File: config.mk
export PLATFORM = sky130hd
export DESIGN_NAME = mfps_front
export DESIGN_NICKNAME = d
export VERILOG_FILES = /design/src/hdl/mfps_pkg.sv /design/src/hdl/mfps_front.sv
export SDC_FILE = /design/constraint.sdc
export NUM_CORES = 1
export LEC_CHECK = 0
export ABC_AREA = 1
export BUFFER_PORTS_ARGS = -buffer_cell sky130_fd_sc_hd__buf_2
export CAP_MARGIN = 20
export CORE_UTILIZATION = 50
export DETAILED_ROUTE_END_ITERATION = 10
export GPL_ROUTABILITY_DRIVEN = 0
export PLACE_DENSITY_LB_ADDON = 0.3
export SYNTH_ARGS = -nofsm -noshare
export SYNTH_HDL_FRONTEND = slang
export SYNTH_SLANG_ARGS = --single-unit
File: constraint.sdc
create_clock -name vclk -period 7.8
set_input_delay 0 -clock vclk [all_inputs]
set_output_delay 0 -clock vclk [all_outputs]
set_load 0.01 [all_outputs]
File: src/hdl/mfps_pkg.sv
// shared types, constants and helpers of the metaball field pixel shader
// no dependencies
package mfps_pkg;

    localparam int NUM_BALLS   = 3;
    localparam int COORD_W     = 4;
    localparam int CENTRE_W    = 12;
    localparam int DELTA_W     = CENTRE_W + 1;
    localparam int SQ_W        = 24;
    localparam int DEN_W       = 26;
    localparam int Q_W         = 17;
    localparam int DIV_STEPS   = Q_W;
    localparam int SUM_W       = Q_W + 2;
    localparam int LEVEL_W     = SUM_W - 8;

    // 1260 * 2^24 = REM_INIT * 2^17 with a zero low part
    localparam logic [DEN_W-1:0] REM_INIT = DEN_W'(1260 * 128);
    localparam logic [DEN_W-1:0] DEN_BIAS = DEN_W'(4 * 65536);
    localparam logic [LEVEL_W-1:0] DARK_LEVEL = LEVEL_W'(40);
    localparam logic [7:0] MAX_LEVEL  = 8'd255;
    localparam logic [7:0] HUE_SECTOR = 8'd43;
    localparam logic [16:0] RECIP_255 = 17'd32897;

    localparam logic [2:0] REG_HUE_OFFSET = 3'd0;
    localparam logic [2:0] REG_B1_X       = 3'd1;
    localparam logic [2:0] REG_B1_Y       = 3'd2;
    localparam logic [2:0] REG_B2_X       = 3'd3;
    localparam logic [2:0] REG_B2_Y       = 3'd4;
    localparam logic [2:0] REG_B3_X       = 3'd5;
    localparam logic [2:0] REG_B3_Y       = 3'd6;

    localparam logic [2:0] REGION_RED     = 3'd0;
    localparam logic [2:0] REGION_YELLOW  = 3'd1;
    localparam logic [2:0] REGION_GREEN   = 3'd2;
    localparam logic [2:0] REGION_CYAN    = 3'd3;
    localparam logic [2:0] REGION_BLUE    = 3'd4;
    localparam logic [2:0] REGION_MAGENTA = 3'd5;

    typedef logic [CENTRE_W-1:0] t_centre;
    typedef logic signed [DELTA_W-1:0] t_delta;

    typedef struct packed {
        logic [CENTRE_W-1:0] x;
        logic [CENTRE_W-1:0] y;
    } t_ball;

    typedef struct packed {
        logic [COORD_W-1:0] column;
        logic [COORD_W-1:0] row;
        logic [7:0]         hue;
    } t_meta;

    typedef struct packed {
        t_meta                  meta;
        t_delta [NUM_BALLS-1:0] dx;
        t_delta [NUM_BALLS-1:0] dy;
    } t_item;

    typedef struct packed {
        logic  valid;
        t_item item;
    } t_link;

    function automatic logic [2:0] hue_region(input logic [7:0] hue);
        logic [2:0] reg_n;
        reg_n = REGION_RED;
        if (hue >= HUE_SECTOR)          reg_n = REGION_YELLOW;
        if (hue >= 8'(2 * HUE_SECTOR))  reg_n = REGION_GREEN;
        if (hue >= 8'(3 * HUE_SECTOR))  reg_n = REGION_CYAN;
        if (hue >= 8'(4 * HUE_SECTOR))  reg_n = REGION_BLUE;
        if (hue >= 8'(5 * HUE_SECTOR))  reg_n = REGION_MAGENTA;
        return reg_n;
    endfunction

    function automatic logic [7:0] div_255(input logic [15:0] x);
        logic [32:0] m;
        m = {17'b0, x} * {16'b0, RECIP_255};
        return m[30:23];
    endfunction

endpackage

File: src/hdl/mfps_front.sv
// front part: accepts a pixel, forms centre distances and the hue
// depends on mfps_pkg
module mfps_front (
    input  logic                          i_start,
    input  logic                          i_full,
    input  logic [mfps_pkg::COORD_W-1:0]  i_column,
    input  logic [mfps_pkg::COORD_W-1:0]  i_row,
    input  logic [7:0]                    i_hue_offset,
    input  mfps_pkg::t_ball [mfps_pkg::NUM_BALLS-1:0] i_balls,
    output mfps_pkg::t_link               o_link
);
    import mfps_pkg::*;

    logic [7:0] w_hue;

    assign w_hue = i_hue_offset + 8'(i_column) * 8'd3 + 8'(i_row) * 8'd9;

    always_comb begin
        o_link.valid            = i_start && !i_full;
        o_link.item.meta.column = i_column;
        o_link.item.meta.row    = i_row;
        o_link.item.meta.hue    = w_hue;
        for (int b = 0; b < NUM_BALLS; b++) begin
            o_link.item.dx[b] = t_delta'({1'b0, i_column, 8'b0}) - t_delta'({1'b0, i_balls[b].x});
            o_link.item.dy[b] = t_delta'({1'b0, i_row, 8'b0}) - t_delta'({1'b0, i_balls[b].y});
        end
    end

endmodule

==> out/metrics.sh <==
RUN_STATUS='finished, final reports clean'
SEQUENTIAL_CELL_AREA_UM2=0
CORE.ROWCOUNT=28
YS_SEQ_AREA_SHARE_PCT=0
PLACE.DETAILED.HPWL_MM=7.33
SYN-MEAN-INSTANCE-AREA_UM2=5.73
SYNTH_TOP_FAMILY_BY_AREA='simple AND/OR/NAND/NOR gates'
GRT_PASS1_WL_MM=12.6
FINALCOREUTILIZATION_PCT=68.2
POST_SYNTH_INST_COUNT=566
RSZ0062_AT_GRT='no'
POST-ROUTE-DRC-COUNT=0
SETUP.WORST_PATH.CLASS='in -> out'
FIN_NETS=889
CRITPATHSLOWESTCELL='sky130_fd_sc_hd__fa_1'
VDD_DROP_MAX_mV=0.186
DPL.CELL_COUNT=812
PRE_CTS_SLACK_PS=4790
ANTENNA_FOUND_INITIAL=0
CORE_UM2=6100
SYNTH.LIB_CELLS_USED.DISTINCT=24
CRITICAL_PATH_REQUIRED_PS=7800
DIE_HEIGHT_UM=82.6
MAXSLEWVIOLCOUNT=0
SWITCHINGPOWER_mW=0.225
NETSWITCHINGFRACTION_PCT=57.2
GRT_TOTAL_USAGE_PCT=22.5
SYNTH_SIMPLE_GATE_AREA_SHARE_PCT=39.2
FINAL.CLKBUF_COUNT=0
DIEAREA_UM2=6810
CELL_INTERNAL_PWR_mW=0.168
HOLD_CLASS='in -> out'
FIRST_PASS_DRT_ITERATIONS=4
FIN_WS_PS=4790
FINAL_CELL_MIX='185 x sky130_fd_sc_hd__buf_2, 154 x sky130_fd_sc_hd__nand2_1, 132 x sky130_fd_sc_hd__inv_1'
POSTCTSSETUPREPAIRBUFS=0
SYN_TO_FINAL_GROWTH_PCT=28.2
DRV.MAX_CAP_VIOLATION_COUNT=0
GRT_START_MAX_NET_PINS=7
START_UTIL_PCT=53.2
CRIT_ARRIVAL_PS=3010
ANTENNA_CELLS_INSERTED=0
CELLLEAKAGEPOWER_nW=2.75
TOTALWIRELENGTH_MM=8.09
FINAL_ROUTED_WIRE_LENGTH_DIVIDED_BY_CELL_COUNT_UM=9.96
MIN_PATH_CELLS=2
PWR-SHARE-COMB_PCT=100.0
DIE_SPAN_X_UM=82.6
TIMING.SETUP.TNS_PS=0
TIMING_WORST_SLEW_PIN_VALUE_PS=249
FINAL-INSTANCE-COUNT-EXCL-FILL=812
SYNTH.TOP_CELL.AREA_SHARE_PCT=19.7
DETAILED_ROUTE_VIAS_PER_INSTANCE=4.70
CP.BUFFERS_INVERTERS=4
DRT_ITER0_MARKERS=69
POST_CTS.RESIZED_INSTANCES=0
TIMING.FINAL.CRIT_SHARE_PCT=38.5
SETUP_VIOL=0
CP_CELL_SEQUENCE='buf_2, fa_1, fa_1, ha_1, inv_1, fa_1, inv_1, ha_1, or2_1, nand3b_1, nand2_1, nand2_1, nand2_1, buf_2'
SYNTH_ADDER_AREA_SHARE_PCT=25.2
CELLPOWERDENSITY_nW_PER_UM2=94.6
POST_SYNTH_XOR_AREA_FRACTION_PCT=11.6
FIN_CRIT_PS=3010
STARTPOINT_TYPE='input port'
TIMING.CRITICAL_PATH.DEPTH=14
CLOCK.FMAX_MHz=333
FINAL_COMMON_CELL='sky130_fd_sc_hd__buf_2'
OVERFLOW=0
LARGEST_STAGE_DELAY_ON_THE_CRITICAL_PATH_PS=570
DR_TOTAL_VIAS=3818
TIMING.CRITICAL_PATH.FANOUT_MAX=6
PLACE_AREA_UM2=4160
SYNTH-COMPOUND-AREA-SHARE_PCT=4.09
YOSYS-MUX-AREA-FRACTION_PCT=0
FINAL-HOLD-VIOLATION-COUNT=0
NUMSEQUENTIALCELLS=0
END_KIND='output port'
TOTAL_OF_WARNINGS_RAISED_BY_YOSYS=0
SYNTHESIZED_AREA_UM2=3240
ANT_NETS=0
WORST_PATH_DOMINANT_CELL_FAMILY='adder cells'
FIN_AREA_UM2=4160
IOPINCOUNT=185
HOLDBUFCOUNTCTS=0
SYNTHDOMINANTAREACELLTYPE='sky130_fd_sc_hd__ha_1'
GRT_PASS1_VIAS=3313
POWER.SHARE.SEQUENTIAL_PCT=0
FINAL.HOLD.WORST_SLACK_PS=217
OVERALL_POWER_mW=0.393
SYNTH_AREA_LEADERS='sky130_fd_sc_hd__ha_1 20%, sky130_fd_sc_hd__nand2_1 18%, sky130_fd_sc_hd__inv_1 15%'
TIMING.MAX_SLEW.REL_SLACK_PCT=83.4
BUFFER_PORTS.INSERTED=185
MAPPEDNETLISTNETS=716
SHARE_CLK_OF_TOTAL_POWER_PCT=0
DRIVE_GT1_SHARE_PCT=30.9
[final timing paths]
check / from / to / slack, ps
max: i_column[2] / o_link[84] / 4790
min: i_balls[48] / o_link[26] / 220
[synth_stat cells (all sizes together)]
cell type and count:
nand4 1, xnor2 14, or2 1, fa 9
nand2 159, ha 51, o21a 3, o21ai 2
a21o 6, nand3 45, nor2 71, buf 14
inv 144, a21oi 11, xor2 29, nor3 3
nand3b 3
[power groups by stage]
stage | clock network (mW) | registers [mW] | logic (mW)
floorplan | 0 | 0 | 0.263
global placement | 0 | 0 | 0.382
detailed placement | 0 | 0 | 0.393
CTS | 0 | 0 | 0.396
global route | 0 | 0 | 0.446
finish | 0 | 0 | 0.393
[metal layers]
metal | share of wire [%] | vias to the layer above | track usage (%)
li1 | - | 2026 | -
met1 | 42 | 1669 | 25.3
met2 | 52 | 113 | 46.3
met3 | 5.3 | 10 | 1.43
met4 | 0.89 | 0 | 3.10
met5 | 0 | - | 0
[kinds of logic after synthesis]
kind of cell / Yosys count
adders and majority gates: 60
and+or+nand+nor: 283
buffers and inverters: 158
AOI/OAI and AO/OA: 22
xor gates and xnor gates: 43
[final cells by class]
cell class	count	area (µm²)
Fill cell	572	1940
Inverter	144	541
Multi-Input combinational cell	408	2600
Tap cell	75	93.8
Timing Repair Buffer	185	926
Power figures use the tool's default switching activity.
