[src/hdl/mfps_pkg.sv]
// shared types, constants and helpers of the metaball field pixel shader
// no dependencies
package mfps_pkg;

    localparam int NUM_BALLS   = 3;
    localparam int COORD_W     = 4;
    localparam int CENTRE_W    = 12;
    localparam int DELTA_W     = CENTRE_W + 1;
    localparam int SQ_W        = 24;
    localparam int DEN_W       = 26;
    localparam int Q_W         = 17;
    localparam int DIV_STEPS   = Q_W;
    localparam int SUM_W       = Q_W + 2;
    localparam int LEVEL_W     = SUM_W - 8;

    // 1260 * 2^24 = REM_INIT * 2^17 with a zero low part
    localparam logic [DEN_W-1:0] REM_INIT = DEN_W'(1260 * 128);
    localparam logic [DEN_W-1:0] DEN_BIAS = DEN_W'(4 * 65536);
    localparam logic [LEVEL_W-1:0] DARK_LEVEL = LEVEL_W'(40);
    localparam logic [7:0] MAX_LEVEL  = 8'd255;
    localparam logic [7:0] HUE_SECTOR = 8'd43;
    localparam logic [16:0] RECIP_255 = 17'd32897;

    localparam logic [2:0] REG_HUE_OFFSET = 3'd0;
    localparam logic [2:0] REG_B1_X       = 3'd1;
    localparam logic [2:0] REG_B1_Y       = 3'd2;
    localparam logic [2:0] REG_B2_X       = 3'd3;
    localparam logic [2:0] REG_B2_Y       = 3'd4;
    localparam logic [2:0] REG_B3_X       = 3'd5;
    localparam logic [2:0] REG_B3_Y       = 3'd6;

    localparam logic [2:0] REGION_RED     = 3'd0;
    localparam logic [2:0] REGION_YELLOW  = 3'd1;
    localparam logic [2:0] REGION_GREEN   = 3'd2;
    localparam logic [2:0] REGION_CYAN    = 3'd3;
    localparam logic [2:0] REGION_BLUE    = 3'd4;
    localparam logic [2:0] REGION_MAGENTA = 3'd5;

    typedef logic [CENTRE_W-1:0] t_centre;
    typedef logic signed [DELTA_W-1:0] t_delta;

    typedef struct packed {
        logic [CENTRE_W-1:0] x;
        logic [CENTRE_W-1:0] y;
    } t_ball;

    typedef struct packed {
        logic [COORD_W-1:0] column;
        logic [COORD_W-1:0] row;
        logic [7:0]         hue;
    } t_meta;

    typedef struct packed {
        t_meta                  meta;
        t_delta [NUM_BALLS-1:0] dx;
        t_delta [NUM_BALLS-1:0] dy;
    } t_item;

    typedef struct packed {
        logic  valid;
        t_item item;
    } t_link;

    function automatic logic [2:0] hue_region(input logic [7:0] hue);
        logic [2:0] reg_n;
        reg_n = REGION_RED;
        if (hue >= HUE_SECTOR)          reg_n = REGION_YELLOW;
        if (hue >= 8'(2 * HUE_SECTOR))  reg_n = REGION_GREEN;
        if (hue >= 8'(3 * HUE_SECTOR))  reg_n = REGION_CYAN;
        if (hue >= 8'(4 * HUE_SECTOR))  reg_n = REGION_BLUE;
        if (hue >= 8'(5 * HUE_SECTOR))  reg_n = REGION_MAGENTA;
        return reg_n;
    endfunction

    function automatic logic [7:0] div_255(input logic [15:0] x);
        logic [32:0] m;
        m = {17'b0, x} * {16'b0, RECIP_255};
        return m[30:23];
    endfunction

endpackage

[src/hdl/mfps_fifo.sv]
// two-entry queue between front and back parts
// depends on mfps_pkg
module mfps_fifo (
    input  logic            i_clk,
    input  logic            i_rst_n,
    input  mfps_pkg::t_link i_link,
    output logic            o_full,
    output mfps_pkg::t_link o_link
);
    import mfps_pkg::*;

    t_item      r_mem [2];
    logic       r_wptr, r_rptr;
    logic [1:0] r_count;
    logic       w_pop;

    assign w_pop  = r_count != 2'd0;
    assign o_full = r_count == 2'd2;
    assign o_link.valid = w_pop;
    assign o_link.item  = r_mem[r_rptr];

    always_ff @(posedge i_clk) begin
        if (i_link.valid) r_mem[r_wptr] <= i_link.item;
        if (!i_rst_n) begin
            r_wptr  <= 1'b0;
            r_rptr  <= 1'b0;
            r_count <= 2'd0;
        end else begin
            if (i_link.valid) r_wptr <= ~r_wptr;
            if (w_pop) r_rptr <= ~r_rptr;
            r_count <= r_count + 2'(i_link.valid) - 2'(w_pop);
        end
    end

endmodule

[config.mk]
export PLATFORM = sky130hd
export DESIGN_NAME = mfps_fifo
export DESIGN_NICKNAME = d
export VERILOG_FILES = /design/src/hdl/mfps_pkg.sv /design/src/hdl/mfps_fifo.sv
export SDC_FILE = /design/constraint.sdc
export NUM_CORES = 1
export LEC_CHECK = 0
export BUFFER_PORTS_ARGS = -buffer_cell sky130_fd_sc_hd__buf_2
export CAP_MARGIN = 20
export CORE_ASPECT_RATIO = 1.75
export CORE_MARGIN = 4
export CORE_UTILIZATION = 50
export DETAILED_ROUTE_END_ITERATION = 8
export PLACE_DENSITY = 0.84
export REMOVE_ABC_BUFFERS = 1
export SLEW_MARGIN = 25
export SYNTH_ARGS = -nofsm -noshare
export SYNTH_HDL_FRONTEND = slang
export SYNTH_SLANG_ARGS = --single-unit
[constraint.sdc]
create_clock -name i_clk -period 8.97 [get_ports i_clk]
set_clock_uncertainty 0.15 [all_clocks]
set_input_delay 2.2425 -clock i_clk [delete_from_list [all_inputs] [get_ports i_clk]]
set_output_delay 2.2425 -clock i_clk [all_outputs]
set_load 0.01 [all_outputs]
==> results.py <==
metrics = {
    "global_routing": {
        "grt_overflow": 0,
        "use_met2_pct": 31.1,
        "grt_max_degree": 69,
        "top_usage_layer": "met2",
        "track_usage_pct": 16.5,
        "grt.met3_usage_pct": 4.82,
        "antenna_found_initial": 3,
        "grt_pass1_wl_um": 20000,
        "use_met1_pct": 15.8,
        "first_global_vias": 3922,
    },
    "timing": {
        "slew_violations": 0,
        "finalSetupViolCount": 0,
        "rsz0062_at_grt": "no",
        "min_period_ns": 4.76,
        "clock.fmax_ghz": 0.210,
        "fin_crit_sh_pct": 53.1,
        "maxSlewHeadroom_pct": 38.9,
        "whs_ns": 0.419,
        "worst_slew_pin_slew_ns": 0.915,
        "hold_viol": 0,
        "fin_setup_tns_ns": 0,
    },
    "clock_network": {
        "insertion_delay_ns": 0.41,
        "cts_tree": "done",
        "post_cts_buffers": 0,
        "cts_resized": 0,
        "ctsHoldBuffers": 0,
        "htreeDepth": 4,
        "clk_pin_slew_worst_paths_ns": 0.07,
        "cts-root-buf": "clkbuf_16",
        "clkSinkCount": 193,
        "numCtsBuffers": 17,
        "cts_buffer_depth": 2,
    },
    "worst_setup_path": {
        "reg2reg_slack_ns": 6.52,
        "cp-endpoint": "o_link[37]",
        "end_kind": "output port",
        "r2r_cells": 2,
        "start_kind": "flip-flop",
        "r2r-start": "r_wptr",
        "path_class": "reg2out",
        "reg2reg_to": "r_mem[0][26]",
        "crit_arrival_ns": 2.37,
        "crit_fanout": 52,
        "cp.required_ns": 6.58,
    },
    "pwr": {
        "p_switching_w": 0.000441,
        "ir_worst_vdd_mv": 0.188,
        "powerDensity_nw_per_um2": 224,
        "p_comb_share_pct": 8.4,
        "internal_power_w": 0.00152,
        "seqPwrFrac_pct": 53.9,
        "sw_frac_of_total_pct": 22.5,
        "p_leak_nw": 3.29,
        "power_frac_clock_pct": 37.8,
    },
    "logic_synthesis": {
        "yosys_warnings": 0,
        "yosysTopAreaCellShare_pct": 80.5,
        "postSynthCellCount": 315,
        "netlist-cell-type-count": 17,
        "synth_area_um2": 7010,
        "synth_area_leaders": "edfxtp_1 80%, mux2_2 15%, dfxtp_1 1.4%, buf_6 0.96%, nor2b_1 0.36%",
        "synth-seq-cells": 193,
        "syn_avg_cell_area_um2": 22.3,
        "ys_seq_area_share_pct": 81.9,
        "synth_top_area_cell": "edfxtp_1",
    },
    "placed_design": {
        "gp_congestion": 0.730,
        "placed_cells": 676,
        "port_buffers": 192,
        "dpl.hpwl_um": 9390,
    },
    "final_layout": {
        "fin_cells": 710,
        "fillers": 1020,
        "layout-drive-gt1-share_pct": 60.8,
        "area_growth_pct": 24.5,
        "layout_common_cells": "192 x buf_2, 188 x edfxtp_1, 94 x mux2_2",
        "layout_commonest_cell": "buf_2",
        "num-nets-final": 616,
    },
    "min_path": {
        "hp-class": "reg2reg",
    },
    "drt": {
        "drc_errors": 0,
        "firstDrtPassIters": 4,
        "detail_route.iter0.violations": 164,
        "via_per_inst": 5.08,
        "dr_total_vias": 3606,
        "drt-total-wl_um": 13400,
        "wl_per_cell_um": 18.8,
        "antenna_left": 0,
    },
    "floorplan": {
        "start_util_pct": 50.7,
        "rows": 57,
        "ios": 193,
        "dieArea_um2": 16100,
        "core-area_um2": 13800,
        "dieHeight_um": 165,
        "fp.dieW_um": 97.5,
    },
    "run_status": {
        "outcome": "finished, final reports clean",
    },
    "run": {
        "maxCapViolCount": 0,
    },
}
-- metrics by stage --
| step | util (%) | power [W] | setup slack [ns] | instance area, µm² |
|---|---|---|---|---|
| finish | 63.1 | 0.00196 | 4.21 | 8730 |
| global route | 63.1 | 0.00203 | 4.06 | 8730 |
| CTS | 63.1 | 0.00198 | 4.13 | 8730 |
| detailed placement | 58.8 | 0.00124 | 4.40 | 8130 |
| global placement | 58.8 | 0.00123 | 4.50 | 8130 |
| floorplan | - | 0.00116 | 1.89 | 6920 |
-- sequential cells by signal (all words and copies together), names as in the netlist, named ones only --
name and flops:
r_mem 188, r_rptr 1, r_count 2, r_wptr 1
-- power by group through the flow --
stage / Combinational, W / Clock, W / Sequential [W]
final: 0.000164 / 0.000739 / 0.00106
after global routing: 0.000178 / 0.000797 / 0.00106
after CTS: 0.000167 / 0.000757 / 0.00106
after detailed placement: 0.000166 / 0 / 0.00108
after global placement: 0.000161 / 0 / 0.00107
after floorplan: 0.0000834 / 0 / 0.00108
-- synth_stat cells, drive strengths merged --
cell / n
nand2: 2
o21a: 1
dfxtp: 5
nor2b: 4
mux2: 94
nand2b: 1
or2: 1
and3: 2
o21ai: 1
or3: 1
and2: 2
buf: 11
ha: 1
edfxtp: 188
mux2i: 1
-- how the worst min path moves through the flow --
stage                          start         end  slack [ns]  depth (start not counted)
after detailed placement  r_count[1]  r_count[1]        0.41                          2
after CTS                 r_count[1]  r_count[1]        0.42                          2
after floorplan           r_count[1]  r_count[1]        0.34                          2
after global placement    r_count[1]  r_count[1]        0.36                          2
final                     r_count[1]  r_count[1]        0.42                          2
after global routing      r_count[1]  r_count[1]        0.47                          2
-- layer usage --
layer | vias to the layer above | wire (µm)
li1 | 1671 | -
met1 | 1757 | 4270
met2 | 134 | 7770
met3 | 40 | 716
met4 | 4 | 585
met5 | - | 17
-- kinds of logic (layout without fill, tap and decap cells) --
group / Yosys count / in the layout / synth area share (%)
flip-flops: 193 / 193 / 81.9
buffers and inverters: 11 / 227 / 1.39
AND/OR/NAND/NOR: 13 / 13 / 1.09
multiplexers: 95 / 95 / 15.2
AO/OA/AOI/OAI: 2 / 2 / 0.178
other: 0 / 2 / 0
adder cells (fa/ha/maj): 1 / 1 / 0.178
-- worst max-delay path, cell delays in order (launching register included) --
cell and delay [ns]:
dfxtp_4 0.70, buf_4 0.65, mux2_2 0.42, buf_2 0.14
-- layout make-up --
cell class | count | area [µm²] | area share (%)
diodes | 2 | 5.00 | 0.0573
repair buffers | 195 | 983 | 11.3
clock buffers | 18 | 429 | 4.91
well taps | 177 | 221 | 2.54
clock inverters | 14 | 166 | 1.91
flip-flops and latches | 193 | 5750 | 65.8
multi-input cells | 111 | 1180 | 13.5
No activity file was read; power rests on OpenSTA's default activity.
